`src/sv/sld_pkg.sv`:
```
// shared types, widths, register codes and reset values of the stall detector
// no dependencies

`default_nettype none

package sld_pkg;

	localparam int SAMPLE_BITS = 10;
	localparam int COUNT_BITS  = 10;
	localparam int VALUE_W     = SAMPLE_BITS + 8;
	localparam int TIME_W      = 32;
	localparam int POS_W       = 32;
	localparam int DROP_W      = 9;
	localparam int POLL_W      = 10;
	localparam int IGN_W       = 16;
	localparam int BWIN_W      = 16;
	localparam int FLOOR_W     = 10;
	localparam int TRAVEL_W    = 20;
	localparam int MUL_B_W     = (COUNT_BITS > DROP_W) ? COUNT_BITS : DROP_W;
	localparam int PROD_W      = VALUE_W + MUL_B_W;
	localparam int NUM_W       = VALUE_W + COUNT_BITS + 1;
	localparam int DIV_STEPS   = 2;
	localparam int DIV_W       = ((NUM_W + DIV_STEPS - 1) / DIV_STEPS) * DIV_STEPS;
	localparam int DIV_CYC     = DIV_W / DIV_STEPS;
	localparam int DIV_CNT_W   = $clog2(DIV_CYC + 1);
	localparam int CMP_W       = VALUE_W + 9;
	localparam int CFG_IDX_W   = 3;
	localparam int CFG_DATA_W  = 20;

	typedef logic [SAMPLE_BITS-1:0] sample_t;
	typedef logic [VALUE_W-1:0]     value_t;
	typedef logic [VALUE_W+1:0]     ema_t;
	typedef logic [COUNT_BITS-1:0]  count_t;
	typedef logic [COUNT_BITS:0]    trial_t;
	typedef logic [TIME_W-1:0]      time_t;
	typedef logic [POS_W:0]         delta_t;
	typedef logic [MUL_B_W-1:0]     mulb_t;
	typedef logic [PROD_W-1:0]      prod_t;
	typedef logic [NUM_W-1:0]       num_t;
	typedef logic [DIV_W-1:0]       divw_t;
	typedef logic [DIV_CNT_W-1:0]   divcnt_t;
	typedef logic [CMP_W-1:0]       cmp_t;
	typedef logic [DROP_W-1:0]      drop_t;
	typedef logic [CFG_IDX_W-1:0]   cfg_idx_t;

	localparam cfg_idx_t REG_POLL   = cfg_idx_t'(0);
	localparam cfg_idx_t REG_IGNORE = cfg_idx_t'(1);
	localparam cfg_idx_t REG_BWIN   = cfg_idx_t'(2);
	localparam cfg_idx_t REG_DROP   = cfg_idx_t'(3);
	localparam cfg_idx_t REG_FLOOR  = cfg_idx_t'(4);
	localparam cfg_idx_t REG_TRAVEL = cfg_idx_t'(5);

	localparam logic [POLL_W-1:0]   POLL_RST   = POLL_W'(10);
	localparam logic [IGN_W-1:0]    IGN_RST    = IGN_W'(50);
	localparam logic [BWIN_W-1:0]   BWIN_RST   = BWIN_W'(200);
	localparam drop_t               DROP_RST   = drop_t'(90);
	localparam logic [FLOOR_W-1:0]  FLOOR_RST  = FLOOR_W'(0);
	localparam logic [TRAVEL_W-1:0] TRAVEL_RST = TRAVEL_W'(1200);

	localparam drop_t  FULL_SCALE   = drop_t'(256);
	localparam count_t COUNT_MAX    = {COUNT_BITS{1'b1}};
	localparam count_t COUNT_ONE    = count_t'(1);
	localparam count_t AVG_FOLLOW_N = count_t'(3);
	localparam count_t STALL_MIN_N  = count_t'(5);

	typedef enum logic [2:0] {
		ST_IDLE,
		ST_PREP,
		ST_CHECK,
		ST_MUL,
		ST_DIV,
		ST_THR,
		ST_SCALE,
		ST_DONE
	} seq_state_t;

endpackage

`default_nettype wire

```
`src/sv/sld_if.sv`:
```
// valid/ready channel interfaces for load items and result items
// depends on sld_pkg

`default_nettype none

interface sld_load_if;
	logic                 valid;
	logic                 ready;
	logic                 restart;
	sld_pkg::time_t       now_ms;
	sld_pkg::sample_t     load_sample;
	logic signed [sld_pkg::POS_W-1:0] axis_position;

	modport source (output valid, restart, now_ms, load_sample, axis_position, input ready);
	modport sink (input valid, restart, now_ms, load_sample, axis_position, output ready);
endinterface

interface sld_result_if;
	logic            valid;
	logic            ready;
	logic            stall_res;
	logic            sample_taken;
	sld_pkg::value_t average_q8;
	sld_pkg::value_t baseline_q8;
	logic            active;

	modport source (output valid, stall_res, sample_taken, average_q8, baseline_q8, active,
		input ready);
	modport sink (input valid, stall_res, sample_taken, average_q8, baseline_q8, active,
		output ready);
endinterface

`default_nettype wire

```
`src/sv/sld_serial_mul.sv`:
```
// bit-serial shift-add multiplier, one multiplier bit per cycle, stops early on zero
// depends on sld_pkg

`default_nettype none

module sld_serial_mul (
	input  logic             clk,
	input  logic             arst_n,
	input  logic             start,
	input  sld_pkg::value_t  mcand,
	input  sld_pkg::mulb_t   mplier,
	output logic             done,
	output sld_pkg::prod_t   prod
);

	logic           busy_q;
	logic           done_q;
	sld_pkg::prod_t acc_q;
	sld_pkg::prod_t mc_q;
	sld_pkg::mulb_t mp_q;

	always_ff @(posedge clk or negedge arst_n) begin
		if (!arst_n) begin
			busy_q <= 1'b0;
			done_q <= 1'b0;
		end else if (start) begin
			busy_q <= 1'b1;
			done_q <= 1'b0;
		end else if (busy_q && (mp_q == '0)) begin
			busy_q <= 1'b0;
			done_q <= 1'b1;
		end else begin
			done_q <= 1'b0;
		end
	end

	always_ff @(posedge clk) begin
		if (start) begin
			acc_q <= '0;
			mc_q  <= sld_pkg::prod_t'(mcand);
			mp_q  <= mplier;
		end else if (busy_q && (mp_q != '0)) begin
			acc_q <= acc_q + (mp_q[0] ? mc_q : '0);
			mc_q  <= {mc_q[sld_pkg::PROD_W-2:0], 1'b0};
			mp_q  <= {1'b0, mp_q[sld_pkg::MUL_B_W-1:1]};
		end
	end

	assign done = done_q;
	assign prod = acc_q;

endmodule

`default_nettype wire

```
`src/sv/sld_serial_div.sv`:
```
// restoring divider, two quotient bits per cycle, for the running-mean update
// depends on sld_pkg

`default_nettype none

module sld_serial_div (
	input  logic             clk,
	input  logic             arst_n,
	input  logic             start,
	input  sld_pkg::num_t    num,
	input  sld_pkg::count_t  den,
	output logic             done,
	output sld_pkg::value_t  quo
);

	logic             busy_q;
	logic             done_q;
	sld_pkg::divcnt_t cnt_q;
	sld_pkg::divw_t   sh_q;
	sld_pkg::count_t  rem_q;
	sld_pkg::count_t  den_q;
	sld_pkg::divw_t   sh_d;
	sld_pkg::count_t  rem_d;

	always_comb begin
		sld_pkg::trial_t t;
		sh_d  = sh_q;
		rem_d = rem_q;
		for (int i = 0; i < sld_pkg::DIV_STEPS; i++) begin
			t    = {rem_d, sh_d[sld_pkg::DIV_W-1]};
			sh_d = {sh_d[sld_pkg::DIV_W-2:0], 1'b0};
			if (t >= {1'b0, den_q}) begin
				rem_d   = sld_pkg::count_t'(t - {1'b0, den_q});
				sh_d[0] = 1'b1;
			end else begin
				rem_d = t[sld_pkg::COUNT_BITS-1:0];
			end
		end
	end

	always_ff @(posedge clk or negedge arst_n) begin
		if (!arst_n) begin
			busy_q <= 1'b0;
			done_q <= 1'b0;
			cnt_q  <= '0;
		end else if (start) begin
			busy_q <= 1'b1;
			done_q <= 1'b0;
			cnt_q  <= sld_pkg::divcnt_t'(sld_pkg::DIV_CYC);
		end else if (busy_q) begin
			cnt_q <= cnt_q - sld_pkg::divcnt_t'(1);
			if (cnt_q == sld_pkg::divcnt_t'(1)) begin
				busy_q <= 1'b0;
				done_q <= 1'b1;
			end
		end else begin
			done_q <= 1'b0;
		end
	end

	always_ff @(posedge clk) begin
		if (start) begin
			sh_q  <= sld_pkg::divw_t'(num);
			rem_q <= '0;
			den_q <= den;
		end else if (busy_q) begin
			sh_q  <= sh_d;
			rem_q <= rem_d;
		end
	end

	assign done = done_q;
	assign quo  = sh_q[sld_pkg::VALUE_W-1:0];

endmodule

`default_nettype wire

```
`src/sv/stall_load_drop_detector.sv`:
```
// Stall detector on a drop in motor load.
// load_ch (sink) takes one item per transfer: restart, now_ms, load_sample,
// axis_position. result_ch (source) gives exactly one result per item:
// stall_res, sample_taken, average_q8, baseline_q8, active.
// Configuration: cfg_wen with cfg_idx and cfg_data writes one register per
// cycle; user must write only while no item is in flight (not enforced).
// One item is worked at a time; load_ch.ready is high only when idle.
// States from input transfer to result valid: IDLE, PREP, CHECK, then
//   inactive phase              DONE
//   no sample or EMA update     THR, SCALE if stall test runs, DONE
//   baseline update             MUL, DIV, THR, SCALE if stall test runs, DONE
// The running-mean divide (two quotient bits per cycle) and the bit-serial
// multiplier (one bit per cycle) set the time spent in DIV, MUL and SCALE.
// The result sits in an output register; the next item is taken while it
// waits, and a stalled receiver holds the block only when the next result is
// ready to be written.
// Reset (arst_n low) clears the phase state and loads the register defaults.
// depends on sld_pkg, sld_if, sld_serial_mul, sld_serial_div

`default_nettype none

module stall_load_drop_detector (
	input  logic                       clk,
	input  logic                       arst_n,
	sld_load_if.sink                   load_ch,
	sld_result_if.source               result_ch,
	input  logic                       cfg_wen,
	input  sld_pkg::cfg_idx_t          cfg_idx,
	input  logic [sld_pkg::CFG_DATA_W-1:0] cfg_data
);

	// configuration
	logic [sld_pkg::POLL_W-1:0]   poll_q;
	logic [sld_pkg::IGN_W-1:0]    ign_q;
	logic [sld_pkg::BWIN_W-1:0]   bwin_q;
	sld_pkg::drop_t               drop_q;
	logic [sld_pkg::FLOOR_W-1:0]  floor_q;
	logic [sld_pkg::TRAVEL_W-1:0] travel_q;

	// captured item
	logic                            restart_q;
	sld_pkg::time_t                  now_q;
	sld_pkg::sample_t                raw_q;
	logic [sld_pkg::POS_W-1:0]       pos_q;

	// phase state
	logic                      active_q;
	sld_pkg::time_t            start_time_q;
	sld_pkg::time_t            last_poll_q;
	sld_pkg::count_t           count_q;
	sld_pkg::value_t           base_q;
	sld_pkg::value_t           avg_q;
	logic [sld_pkg::POS_W-1:0] start_pos_q;

	// per item flags
	logic            taken_q;
	logic            stall_q;
	logic            past_ign_q;
	sld_pkg::delta_t delta_q;

	// output register
	logic            out_valid_q;
	logic            out_stall_q;
	logic            out_taken_q;
	sld_pkg::value_t out_avg_q;
	sld_pkg::value_t out_base_q;
	logic            out_active_q;

	sld_pkg::seq_state_t state_q;
	sld_pkg::seq_state_t state_d;

	logic            mul_start;
	sld_pkg::mulb_t  mul_mplier;
	logic            mul_done;
	sld_pkg::prod_t  mul_prod;
	logic            div_start;
	sld_pkg::num_t   div_num;
	logic            div_done;
	sld_pkg::value_t div_quo;

	sld_pkg::time_t  age;
	sld_pkg::time_t  poll_gap;
	logic            poll_ok;
	logic            in_win;
	logic            past_ign;
	logic            do_mean;
	logic            do_eval;
	logic            out_load;
	sld_pkg::count_t cnt_inc;
	sld_pkg::delta_t delta_d;
	sld_pkg::ema_t   ema_sum;
	sld_pkg::drop_t  drop_sat;
	sld_pkg::cmp_t   rel_c;
	sld_pkg::cmp_t   flo_c;
	sld_pkg::cmp_t   thr_c;
	logic            avg_low;
	sld_pkg::delta_t min_ext;
	sld_pkg::delta_t neg_sum;
	logic            dist_ok;

	always_ff @(posedge clk or negedge arst_n) begin
		if (!arst_n) begin
			poll_q   <= sld_pkg::POLL_RST;
			ign_q    <= sld_pkg::IGN_RST;
			bwin_q   <= sld_pkg::BWIN_RST;
			drop_q   <= sld_pkg::DROP_RST;
			floor_q  <= sld_pkg::FLOOR_RST;
			travel_q <= sld_pkg::TRAVEL_RST;
		end else if (cfg_wen) begin
			case (cfg_idx)
				sld_pkg::REG_POLL:   poll_q   <= cfg_data[sld_pkg::POLL_W-1:0];
				sld_pkg::REG_IGNORE: ign_q    <= cfg_data[sld_pkg::IGN_W-1:0];
				sld_pkg::REG_BWIN:   bwin_q   <= cfg_data[sld_pkg::BWIN_W-1:0];
				sld_pkg::REG_DROP:   drop_q   <= cfg_data[sld_pkg::DROP_W-1:0];
				sld_pkg::REG_FLOOR:  floor_q  <= cfg_data[sld_pkg::FLOOR_W-1:0];
				sld_pkg::REG_TRAVEL: travel_q <= cfg_data[sld_pkg::TRAVEL_W-1:0];
				default: ;
			endcase
		end
	end

	// per item arithmetic
	always_comb begin
		age      = now_q - start_time_q;
		poll_gap = now_q - last_poll_q;
		poll_ok  = poll_gap >= sld_pkg::time_t'(poll_q);
		in_win   = age <= sld_pkg::time_t'(bwin_q);
		past_ign = age > sld_pkg::time_t'(ign_q);
		do_mean  = active_q && poll_ok && in_win;
		do_eval  = past_ign_q && (count_q > sld_pkg::STALL_MIN_N);
		cnt_inc  = (count_q == sld_pkg::COUNT_MAX) ? count_q : count_q + sld_pkg::COUNT_ONE;
		delta_d  = {pos_q[sld_pkg::POS_W-1], pos_q} - {start_pos_q[sld_pkg::POS_W-1], start_pos_q};
		ema_sum  = sld_pkg::ema_t'({raw_q, 8'b0}) + sld_pkg::ema_t'(avg_q)
			+ sld_pkg::ema_t'({avg_q, 1'b0});
		drop_sat = (drop_q > sld_pkg::FULL_SCALE) ? sld_pkg::FULL_SCALE : drop_q;
		div_num  = {1'b0, mul_prod[sld_pkg::VALUE_W+sld_pkg::COUNT_BITS-1:0]}
			+ sld_pkg::num_t'({raw_q, 8'b0});
		rel_c    = sld_pkg::cmp_t'(mul_prod[sld_pkg::VALUE_W+8:8]);
		flo_c    = sld_pkg::cmp_t'({floor_q, 8'b0});
		thr_c    = (rel_c > flo_c) ? rel_c : flo_c;
		avg_low  = sld_pkg::cmp_t'(avg_q) <= thr_c;
		min_ext  = sld_pkg::delta_t'(travel_q);
		neg_sum  = delta_q + min_ext;
		dist_ok  = delta_q[sld_pkg::POS_W]
			? (neg_sum[sld_pkg::POS_W] || (neg_sum == '0))
			: (delta_q >= min_ext);
		out_load = (state_q == sld_pkg::ST_DONE) && (!out_valid_q || result_ch.ready);
	end

	// next state
	always_comb begin
		state_d = state_q;
		case (state_q)
			sld_pkg::ST_IDLE:  if (load_ch.valid) state_d = sld_pkg::ST_PREP;
			sld_pkg::ST_PREP:  state_d = sld_pkg::ST_CHECK;
			sld_pkg::ST_CHECK: begin
				if (!active_q) state_d = sld_pkg::ST_DONE;
				else if (do_mean) state_d = sld_pkg::ST_MUL;
				else state_d = sld_pkg::ST_THR;
			end
			sld_pkg::ST_MUL:   if (mul_done) state_d = sld_pkg::ST_DIV;
			sld_pkg::ST_DIV:   if (div_done) state_d = sld_pkg::ST_THR;
			sld_pkg::ST_THR:   state_d = do_eval ? sld_pkg::ST_SCALE : sld_pkg::ST_DONE;
			sld_pkg::ST_SCALE: if (mul_done) state_d = sld_pkg::ST_DONE;
			sld_pkg::ST_DONE:  if (out_load) state_d = sld_pkg::ST_IDLE;
			default:           state_d = sld_pkg::ST_IDLE;
		endcase
	end

	// sequencer outputs
	always_comb begin
		load_ch.ready = 1'b0;
		mul_start     = 1'b0;
		mul_mplier    = '0;
		div_start     = 1'b0;
		case (state_q)
			sld_pkg::ST_IDLE:  load_ch.ready = 1'b1;
			sld_pkg::ST_CHECK: begin
				mul_start  = do_mean;
				mul_mplier = sld_pkg::mulb_t'(cnt_inc - sld_pkg::COUNT_ONE);
			end
			sld_pkg::ST_MUL:   div_start = mul_done;
			sld_pkg::ST_THR: begin
				mul_start  = do_eval;
				mul_mplier = sld_pkg::mulb_t'(sld_pkg::FULL_SCALE - drop_sat);
			end
			default: ;
		endcase
	end

	always_ff @(posedge clk or negedge arst_n) begin
		if (!arst_n) begin
			state_q <= sld_pkg::ST_IDLE;
		end else begin
			state_q <= state_d;
		end
	end

	sld_serial_mul u_mul (
		.clk    (clk),
		.arst_n (arst_n),
		.start  (mul_start),
		.mcand  (base_q),
		.mplier (mul_mplier),
		.done   (mul_done),
		.prod   (mul_prod)
	);

	sld_serial_div u_div (
		.clk    (clk),
		.arst_n (arst_n),
		.start  (div_start),
		.num    (div_num),
		.den    (count_q),
		.done   (div_done),
		.quo    (div_quo)
	);

	// item capture and per item flags
	always_ff @(posedge clk) begin
		if (state_q == sld_pkg::ST_IDLE && load_ch.valid) begin
			restart_q <= load_ch.restart;
			now_q     <= load_ch.now_ms;
			raw_q     <= load_ch.load_sample;
			pos_q     <= load_ch.axis_position;
		end
		if (state_q == sld_pkg::ST_CHECK) begin
			past_ign_q <= past_ign;
			delta_q    <= delta_d;
		end
	end

	// phase state
	always_ff @(posedge clk or negedge arst_n) begin
		if (!arst_n) begin
			active_q     <= 1'b0;
			start_time_q <= '0;
			last_poll_q  <= '0;
			count_q      <= '0;
			base_q       <= '0;
			avg_q        <= '0;
			start_pos_q  <= '0;
			taken_q      <= 1'b0;
			stall_q      <= 1'b0;
		end else begin
			case (state_q)
				sld_pkg::ST_PREP: begin
					if (restart_q) begin
						active_q     <= 1'b1;
						start_time_q <= now_q;
						start_pos_q  <= pos_q;
						last_poll_q  <= '0;
						count_q      <= '0;
						base_q       <= '0;
						avg_q        <= '0;
					end
				end
				sld_pkg::ST_CHECK: begin
					taken_q <= active_q && poll_ok;
					stall_q <= 1'b0;
					if (active_q && poll_ok) begin
						last_poll_q <= now_q;
						if (in_win) begin
							count_q <= cnt_inc;
						end else begin
							avg_q <= ema_sum[sld_pkg::VALUE_W+1:2];
						end
					end
				end
				sld_pkg::ST_DIV: begin
					if (div_done) begin
						base_q <= div_quo;
						if (count_q < sld_pkg::AVG_FOLLOW_N) avg_q <= div_quo;
					end
				end
				sld_pkg::ST_SCALE: begin
					if (mul_done && avg_low && dist_ok) begin
						stall_q  <= 1'b1;
						active_q <= 1'b0;
					end
				end
				default: ;
			endcase
		end
	end

	// output register
	always_ff @(posedge clk or negedge arst_n) begin
		if (!arst_n) begin
			out_valid_q <= 1'b0;
		end else if (out_load) begin
			out_valid_q <= 1'b1;
		end else if (result_ch.ready) begin
			out_valid_q <= 1'b0;
		end
	end

	always_ff @(posedge clk) begin
		if (out_load) begin
			out_stall_q  <= stall_q;
			out_taken_q  <= taken_q;
			out_avg_q    <= avg_q;
			out_base_q   <= base_q;
			out_active_q <= active_q;
		end
	end

	assign result_ch.valid        = out_valid_q;
	assign result_ch.stall_res    = out_stall_q;
	assign result_ch.sample_taken = out_taken_q;
	assign result_ch.average_q8   = out_avg_q;
	assign result_ch.baseline_q8  = out_base_q;
	assign result_ch.active       = out_active_q;

endmodule

`default_nettype wire

```
`src/flat_wrapper.sv`:
```
// flat-port wrapper written by rule: the top's interface ports become plain ports
module stall_load_drop_detector_flat 
  (clk, arst_n, cfg_wen, cfg_idx, cfg_data, load_ch_valid, load_ch_restart, load_ch_now_ms, load_ch_load_sample, load_ch_axis_position, load_ch_ready, result_ch_valid, result_ch_stall_res, result_ch_sample_taken, result_ch_average_q8, result_ch_baseline_q8, result_ch_active, result_ch_ready);
  sld_load_if load_ch_i ();
  sld_result_if result_ch_i ();
  input  logic clk;
  input  logic arst_n;
  input  logic cfg_wen;
  input  sld_pkg::cfg_idx_t cfg_idx;
  input  logic [sld_pkg::CFG_DATA_W-1:0] cfg_data;
  input wire logic [$bits(load_ch_i.valid)-1:0] load_ch_valid;
  input wire logic [$bits(load_ch_i.restart)-1:0] load_ch_restart;
  input wire logic [$bits(load_ch_i.now_ms)-1:0] load_ch_now_ms;
  input wire logic [$bits(load_ch_i.load_sample)-1:0] load_ch_load_sample;
  input wire logic [$bits(load_ch_i.axis_position)-1:0] load_ch_axis_position;
  output wire logic [$bits(load_ch_i.ready)-1:0] load_ch_ready;
  output wire logic [$bits(result_ch_i.valid)-1:0] result_ch_valid;
  output wire logic [$bits(result_ch_i.stall_res)-1:0] result_ch_stall_res;
  output wire logic [$bits(result_ch_i.sample_taken)-1:0] result_ch_sample_taken;
  output wire logic [$bits(result_ch_i.average_q8)-1:0] result_ch_average_q8;
  output wire logic [$bits(result_ch_i.baseline_q8)-1:0] result_ch_baseline_q8;
  output wire logic [$bits(result_ch_i.active)-1:0] result_ch_active;
  input wire logic [$bits(result_ch_i.ready)-1:0] result_ch_ready;
  assign load_ch_i.valid = load_ch_valid;
  assign load_ch_i.restart = load_ch_restart;
  assign load_ch_i.now_ms = load_ch_now_ms;
  assign load_ch_i.load_sample = load_ch_load_sample;
  assign load_ch_i.axis_position = load_ch_axis_position;
  assign load_ch_ready = load_ch_i.ready;
  assign result_ch_valid = result_ch_i.valid;
  assign result_ch_stall_res = result_ch_i.stall_res;
  assign result_ch_sample_taken = result_ch_i.sample_taken;
  assign result_ch_average_q8 = result_ch_i.average_q8;
  assign result_ch_baseline_q8 = result_ch_i.baseline_q8;
  assign result_ch_active = result_ch_i.active;
  assign result_ch_i.ready = result_ch_ready;
  stall_load_drop_detector u_core (.clk(clk), .arst_n(arst_n), .load_ch(load_ch_i), .result_ch(result_ch_i), .cfg_wen(cfg_wen), .cfg_idx(cfg_idx), .cfg_data(cfg_data));
endmodule
```
`config.mk`:
```
export PLATFORM = sky130hd
export DESIGN_NAME = stall_load_drop_detector_flat
export DESIGN_NICKNAME = d
export VERILOG_FILES = /design/src/sv/sld_pkg.sv /design/src/sv/sld_if.sv /design/src/sv/sld_serial_mul.sv /design/src/sv/sld_serial_div.sv /design/src/sv/stall_load_drop_detector.sv /design/src/flat_wrapper.sv
export SDC_FILE = /design/constraint.sdc
export NUM_CORES = 1
export LEC_CHECK = 0
export BUFFER_PORTS_ARGS = -buffer_cell sky130_fd_sc_hd__buf_2
export CORE_MARGIN = 1.5
export CORE_UTILIZATION = 57
export DETAILED_ROUTE_END_ITERATION = 12
export PLACE_DENSITY = 0.78
export SETUP_SLACK_MARGIN = 0.2
export SYNTH_ARGS = -nofsm -noshare
export SYNTH_HDL_FRONTEND = slang
export SYNTH_HIERARCHICAL = 1
export SYNTH_SLANG_ARGS = --single-unit
```
`constraint.sdc`:
```
create_clock -name clk -period 5.9 [get_ports clk]
set_input_delay 1.18 -clock clk [delete_from_list [all_inputs] [get_ports clk]]
set_output_delay 1.18 -clock clk [all_outputs]
set_load 0.01 [all_outputs]
```
# ---- After elaboration in Yosys (flattened, before gate mapping)
# Cells that the tools add are included.
dict set report word_totals {
  regBits 502
  inputBits 103
  out_inout_bits 41
  wordCells 194
}
dict set report op_classes {
  n_addsub 14
  order_cmp 11
  eq_ne 26
  muxes 62
  reduce_logical 40
}
# op n
set op_table {}
lappend op_table {{$mux 18} 8}
lappend op_table {{$mux 10} 8}
lappend op_table {{$mux 32} 2}
lappend op_table {{$pmux 32 s2} 1}
lappend op_table {{$sub 32x32->32} 2}
lappend op_table {{$mux 29} 2}
lappend op_table {{$pmux 18 s3} 1}
lappend op_table {{$pmux 10 s2} 2}
lappend op_table {{$pmux 18 s2} 1}
lappend op_table {{$add 33x20->33} 1}
lappend op_table {{$ge 33x20->1} 1}
lappend op_table {{$logic_not 33->1} 1}
lappend op_table {{$sub 32x32->33} 1}
lappend op_table {{$ge 32x10->1} 1}
lappend op_table {{$gt 32x16->1} 1}
lappend op_table {{$le 32x16->1} 1}
lappend op_table {{$add 28x18->29} 1}
lappend op_table {{$add 28x28->28} 1}
lappend op_table {{$mux 28} 1}
lappend op_table {{$le 18x27->1} 1}
lappend op_table {{$pmux 3 s8} 1}
lappend op_table {{$ge 11x10->1} 2}
lappend op_table {{$mux 1} 21}
lappend op_table {{$mux 3} 7}
lappend op_table {{other kinds (36)} 84}

# ---- Depth between registers and ports, before layout
dict set report logic_depth {
  ltp_word 7
  ltp_mapped 31
  ltp_nobuf 29
}

# ---- Cells and area by module
# Netlist, hierarchy kept.
# mod instances cells_per_inst area_each_um2 seq_area_each_um2
set by_module_without_submodules {}
lappend by_module_without_submodules {stall_load_drop_detector 1 2569 24558.6 10219.8}
lappend by_module_without_submodules {sld_serial_mul 1 444 4105.2 1651.6}
lappend by_module_without_submodules {sld_serial_div 1 330 3619.7 1541.5}

# ---- Least setup slack after synthesis
# No wires, ideal clock.
dict set report synth_timing {
  kind {flip-flop to flip-flop}
  startpoint {register u_core.now_q[0]}
  endpoint {register u_core.u_mul.mc_q[0], enable pin}
  setup_ps 383
  arrival_time_ps 5541
  required_ps 5517
  slack_ps -23
  path_stages_with_launch 24
  n_path_buf 2
  synth_period_minus_slack_ps 5923
  cell_sequence {edfxtp_1 > inv_1 > ha_1 > fa_1 > nand2b_1 > a21oi_1 > o21a_1 > a211oi_1 > o21ai_0 > a21o_1 > a21oi_1 > xnor2_1 > ha_1 > a21o_1 > a221oi_1 > o21ai_0 > a2111o_1 > or2_2 > or2_2 > clkbuf_1 > o21ai_0 > buf_1 > nor2_1 > inv_1}
}
dict set report synth_between {
  elab_chain_len 6
  elab_cells_between_ends 8
  classes_between {2 x add/sub; 2 x order compare; 1 x mux; 3 x reduce/logical}
}
# item line_no
set synth_lines {}
lappend synth_lines {{start: declaration} stall_load_drop_detector.sv:42} ;# sld_pkg::time_t now_q;
lappend synth_lines {{start signal: assignment} stall_load_drop_detector.sv:223} ;# now_q <= load_ch.now_ms;
lappend synth_lines {{$sub 32x32->32} stall_load_drop_detector.sv:125} ;# poll_gap = now_q - last_poll_q;
lappend synth_lines {{$ge 32x10->1} stall_load_drop_detector.sv:126} ;# poll_ok = poll_gap >= sld_pkg::time_t'(poll_q);
lappend synth_lines {{$logic_and 1x1->1} stall_load_drop_detector.sv:129} ;# do_mean = active_q && poll_ok && in_win;
lappend synth_lines {{$logic_and 1x1->1 *} stall_load_drop_detector.sv:129}
lappend synth_lines {{$pmux 1 s2 *} stall_load_drop_detector.sv:176} ;# case (state_q)
lappend synth_lines {{named net u_core.mul_start} stall_load_drop_detector.sv:72} ;# logic mul_start;
lappend synth_lines {{$reduce_bool 2->1 (no source line) *} n/a}
lappend synth_lines {{end signal: assignment} sld_serial_mul.sv:40} ;# mc_q <= sld_pkg::prod_t'(mcand);
lappend synth_lines {{end signal: assignment} sld_serial_mul.sv:44} ;# mc_q <= {mc_q[sld_pkg::PROD_W-2:0], 1'b0};
lappend synth_lines {{end: declaration} sld_serial_mul.sv:19} ;# sld_pkg::prod_t mc_q;
# The timed path passes the listed nets; every way through them passes the cells marked *.
# A chain may end at the register's enable or synchronous reset.

# ---- Worst setup path after layout
dict set report layout_timing {
  startpoint {register u_core.now_q[0]}
  endpoint {register u_core.u_mul.mc_q[5], data pin}
}
dict set report layout_between {
  elab_chain_len 6
  elab_cells_between_ends 8
  classes_between {2 x add/sub; 2 x order compare; 2 x mux; 2 x reduce/logical}
}
# item line_no
set layout_lines {}
lappend layout_lines {{$sub 32x32->32} stall_load_drop_detector.sv:125}
lappend layout_lines {{$ge 32x10->1} stall_load_drop_detector.sv:126}
lappend layout_lines {{$logic_and 1x1->1} stall_load_drop_detector.sv:129}
lappend layout_lines {{$logic_and 1x1->1 *} stall_load_drop_detector.sv:129}
lappend layout_lines {{$pmux 1 s2 *} stall_load_drop_detector.sv:176}
lappend layout_lines {{named net u_core.mul_start} stall_load_drop_detector.sv:72}
lappend layout_lines {{$mux 18 *} sld_serial_mul.sv:38} ;# if (start) begin
# Marks and branches as above.

==> flow_metrics.env <==
export IMPL_clock_sinks=502
export IMPL_fp_dieArea_mm2=0.0581
export IMPL_slew_headroom_pct=20.1
export IMPL_wl_um=77900
export IMPL_tritoncts_num_buffers=54
export IMPL_drv_slew=0
export IMPL_numPortBuffers=143
export IMPL_synth_area_leaders="edfxtp_1 20%, dfrtp_1 17%, ha_1 11%, o21ai_0 4.7%, nand2_1 4.0%"
export IMPL_p_leak_nw=15.1
export IMPL_crit_fanout=20
export IMPL_grt_max_degree=124
export IMPL_ctsHtreeMaxLevel=2
export IMPL_dpl_cell_area_mm2=0.0337
export IMPL_ys_flop_type="dfrtp_1"
export IMPL_n_antenna_cell=0
export IMPL_antenna_found_initial=1
export IMPL_drt_initial_drc_count=2037
export IMPL_cts_tree="yes"
export IMPL_boundaryPins=144
export IMPL_ir_drop_mv=0.316
export IMPL_place_inst=4140
export IMPL_coreArea_mm2=0.0562
export IMPL_hold_class="reg -> reg"
export IMPL_pwr_density_cell_mw_per_mm2=436
export IMPL_avgSynthCellArea_um2=9.66
export IMPL_area_delta_synth_final_pct=10.7
export IMPL_ctsHoldBuffers=0
export IMPL_synth_net_count=3756
export IMPL_place_hpwl_um=56800
export IMPL_grt_usage_pct=27.1
export IMPL_root_buffer="clkbuf_16"
export IMPL_r2r_end="u_core/u_mul/mc_q[5]"
export IMPL_syn_inst=3343
export IMPL_initial_core_util_pct=57.5
export IMPL_clk_path_buf_depth=3
export IMPL_worstHoldEndpoint="u_core/u_mul/mc_q[22]"
export IMPL_critical_path_class="reg -> reg"
export IMPL_worst_slew_pin_slew_ns=1.20
export IMPL_fp_dieW_um=241
export IMPL_hold_viol_final=0
export IMPL_clk_latency_ns=0.61
export IMPL_grt_pass1_wl_um=126000
export IMPL_grt_pass1_vias=24200
export IMPL_synth_async_reset_ratio_pct=47.4
export IMPL_avgViaCountPerCell=5.91
export IMPL_final_area_mm2=0.0358
export IMPL_yosysWarnings=6
export IMPL_synth_edff_count=215
export IMPL_hold_start="u_core/u_mul/mc_q[21]"
export IMPL_ys_ff_latch=502
export IMPL_gp_congestion=0.928
export IMPL_final_cells=4255
export IMPL_yosysTopAreaCellShare_pct=20.0
export IMPL_clock_skew_ns=0.0366
export IMPL_via_count=25200
export IMPL_path_clk_slew_ns=0.06
export IMPL_status="finished clean"
export IMPL_nets=3866
export IMPL_synth_seq_area_share_pct=41.5
export IMPL_endpoint_kind="flop"
export IMPL_yosys_cell_types_count=102
export IMPL_tns_ns=0
export IMPL_drcViolationCount=0
export IMPL_drtAntennaViolNets=0
export IMPL_fin_crit_sh_pct=93.5
export IMPL_r2r_start="u_core/now_q[0]"
export IMPL_routedWlPerCell_um=18.3
export IMPL_core_rowCount=87
export IMPL_firstDrtPassIters=7
export IMPL_clock_fmax_mhz=181
export IMPL_rsz0062_at_grt="true"
export IMPL_min_period_ns=5.51
export IMPL_drive_above_1_share_pct=13.3
export IMPL_worstPathArrival_ns=5.84
export IMPL_maxCapViolations=0
export IMPL_reg2reg_depth=21
export IMPL_setup_viol=0
export IMPL_yosysTopAreaCell="edfxtp_1"
export IMPL_reg2reg_slack_ns=0.39
export IMPL_start_kind="flop"
export IMPL_die_h_um=241
export IMPL_grt_overflow=0
export IMPL_netlist_area_mm2=0.0323
export IMPL_required_ns=6.23
export IMPL_whs_path_depth=2
registers in the layout, indices dropped and copies added, names as in the netlist, 9 cells and up:
name,flops
u_core/drop_q,9
u_core/u_div/den_q,10
u_core/bwin_q,16
u_core/start_pos_q,32
u_core/now_q,32
u_core/ign_q,16
u_core/count_q,10
u_core/delta_q,33
u_core/start_time_q,32
u_core/result_ch.baseline_q8,18
u_core/u_mul/mp_q,10
u_core/floor_q,10
u_core/u_div/rem_q,10
u_core/base_q,18
u_core/travel_q,20
u_core/result_ch.average_q8,18
u_core/u_mul/prod,28
u_core/poll_q,10
u_core/u_mul/mc_q,28
u_core/avg_q,18
u_core/raw_q,10
u_core/last_poll_q,32
u_core/u_div/sh_q,30
u_core/pos_q,32
through the flow:
stage               total power [mW]  worst slack (ns)  hold WS, ns  util, %
floorplan                       10.1             0.288        0.423        -
global placement                11.8             0.200        0.453     60.0
detailed placement              11.9            0.0946        0.457     60.0
CTS                             15.5             0.182        0.465     63.3
global route                    16.7             0.101        0.473     63.7
finish                          15.6             0.386        0.460     63.7
worst max-delay path, stage by stage (launching register included):
cell and delay (ns):
edfxtp_1 0.37, inv_1 0.08, ha_1 0.23, fa_1 0.41, nand2b_1 0.20, a21oi_2 0.18, o21a_1 0.21, a211oi_2 0.10
o21ai_1 0.21, a21o_1 0.15, a21oi_1 0.07, xnor2_1 0.24, ha_1 0.29, a21o_1 0.19, a221oi_1 0.29, o21ai_0 0.13
a2111o_1 0.46, or2_2 0.35, or2_2 0.32, o21ai_4 0.16, buf_12 0.22, mux2_2 0.35
power by group:
group | switching, mW | internal, mW | total, mW
Combinational | 4.12 | 2.88 | 7.00
Sequential | 0.543 | 4.56 | 5.10
Clock | 1.44 | 2.06 | 3.50
Total | 6.10 | 9.50 | 15.6
logic make-up (layout without fill, tap and decap cells):
| logic type | count (synthesis) | count (layout) | share of synthesized area, % |
|---|---|---|---|
| xor gates and xnor gates | 148 | 148 | 4.02 |
| buffers and inverters | 394 | 550 | 4.93 |
| and+or+nand+nor | 968 | 968 | 14.7 |
| DFF | 502 | 502 | 41.5 |
| AOI/OAI and AO/OA | 869 | 869 | 17.1 |
| muxes | 152 | 152 | 5.26 |
| adders and majority gates | 310 | 310 | 12.5 |
area by class of cell:
cell class	count	area (um^2)
multi-input cells	2447	17400
clock buffers	75	1470
clock inverters	27	357
fillers	4635	20400
inverters	257	968
repair buffers	191	1160
well taps	756	946
flip-flops and latches	502	13400
what timing repair did:
item / 4_1_cts / 5_1_grt
gates resized for setup: 4 / 21
cloned: 0 / 1
buffers inserted: 0 / 12
setup endpoints to repair: 43 / 84
pin swaps: 0 / 10
placed cells by master (no fill, tap or decap), types with 46 or more instances in the layout:
master,n
nand2_1,340
o21ai_0,296
ha_1,289
inv_1,255
dfrtp_1,222
edfxtp_1,215
a21oi_1,196
nor2_1,162
buf_2,142
mux2_2,105
xnor2_1,100
nand3_1,94
a21o_1,69
clkbuf_16,55
nand2b_1,53
and2_1,48
xor2_1,48
dfxtp_1,48
nand4_1,46
nor3_1,46
worst max path at each step:
stage | slack [ns] | endpoint | startpoint | cells past startpoint
floorplan | 0.29 | u_core/u_mul/mc_q[0] | u_core/now_q[2] | 25
global placement | 0.20 | u_core/u_mul/mc_q[13] | u_core/now_q[0] | 21
detailed placement | 0.09 | u_core/u_mul/mc_q[2] | u_core/now_q[0] | 21
CTS | 0.18 | u_core/u_mul/mc_q[5] | u_core/now_q[0] | 21
global route | 0.10 | u_core/stall_q | u_core/floor_q[1] | 29
finish | 0.39 | u_core/u_mul/mc_q[5] | u_core/now_q[0] | 21
Yosys cell counts (all sizes together) (7+ instances only):
cell type / number
a221oi: 8
mux2i: 37
o22ai: 13
o31a: 7
xor2: 48
nor3b: 14
xnor2: 100
nor2b: 43
clkbuf: 96
a31oi: 27
a21o: 70
a311oi: 7
nand3: 94
fa: 19
ha: 291
and2: 49
o31ai: 16
dfstp: 16
nor4: 29
o2111ai: 8
edfxtp: 215
o21a: 43
and3: 18
a21oi: 202
nor2: 165
nand4: 46
a2111oi: 8
nand3b: 10
nor3: 49
buf: 41
o21bai: 19
dfrtp: 222
mux2: 115
o21ai: 315
nand2: 340
a211o: 10
or2: 8
nand2b: 54
dfxtp: 49
o211ai: 15
or3: 16
a21boi: 7
a211oi: 28
inv: 257
layer usage:
metal	track usage, %	part of all wire (%)
met1	36.9	45
met2	45.6	47
met3	2.99	5.1
met4	7.97	2.5
met5	0	0.017
No activity file was read; power rests on OpenSTA's default activity.
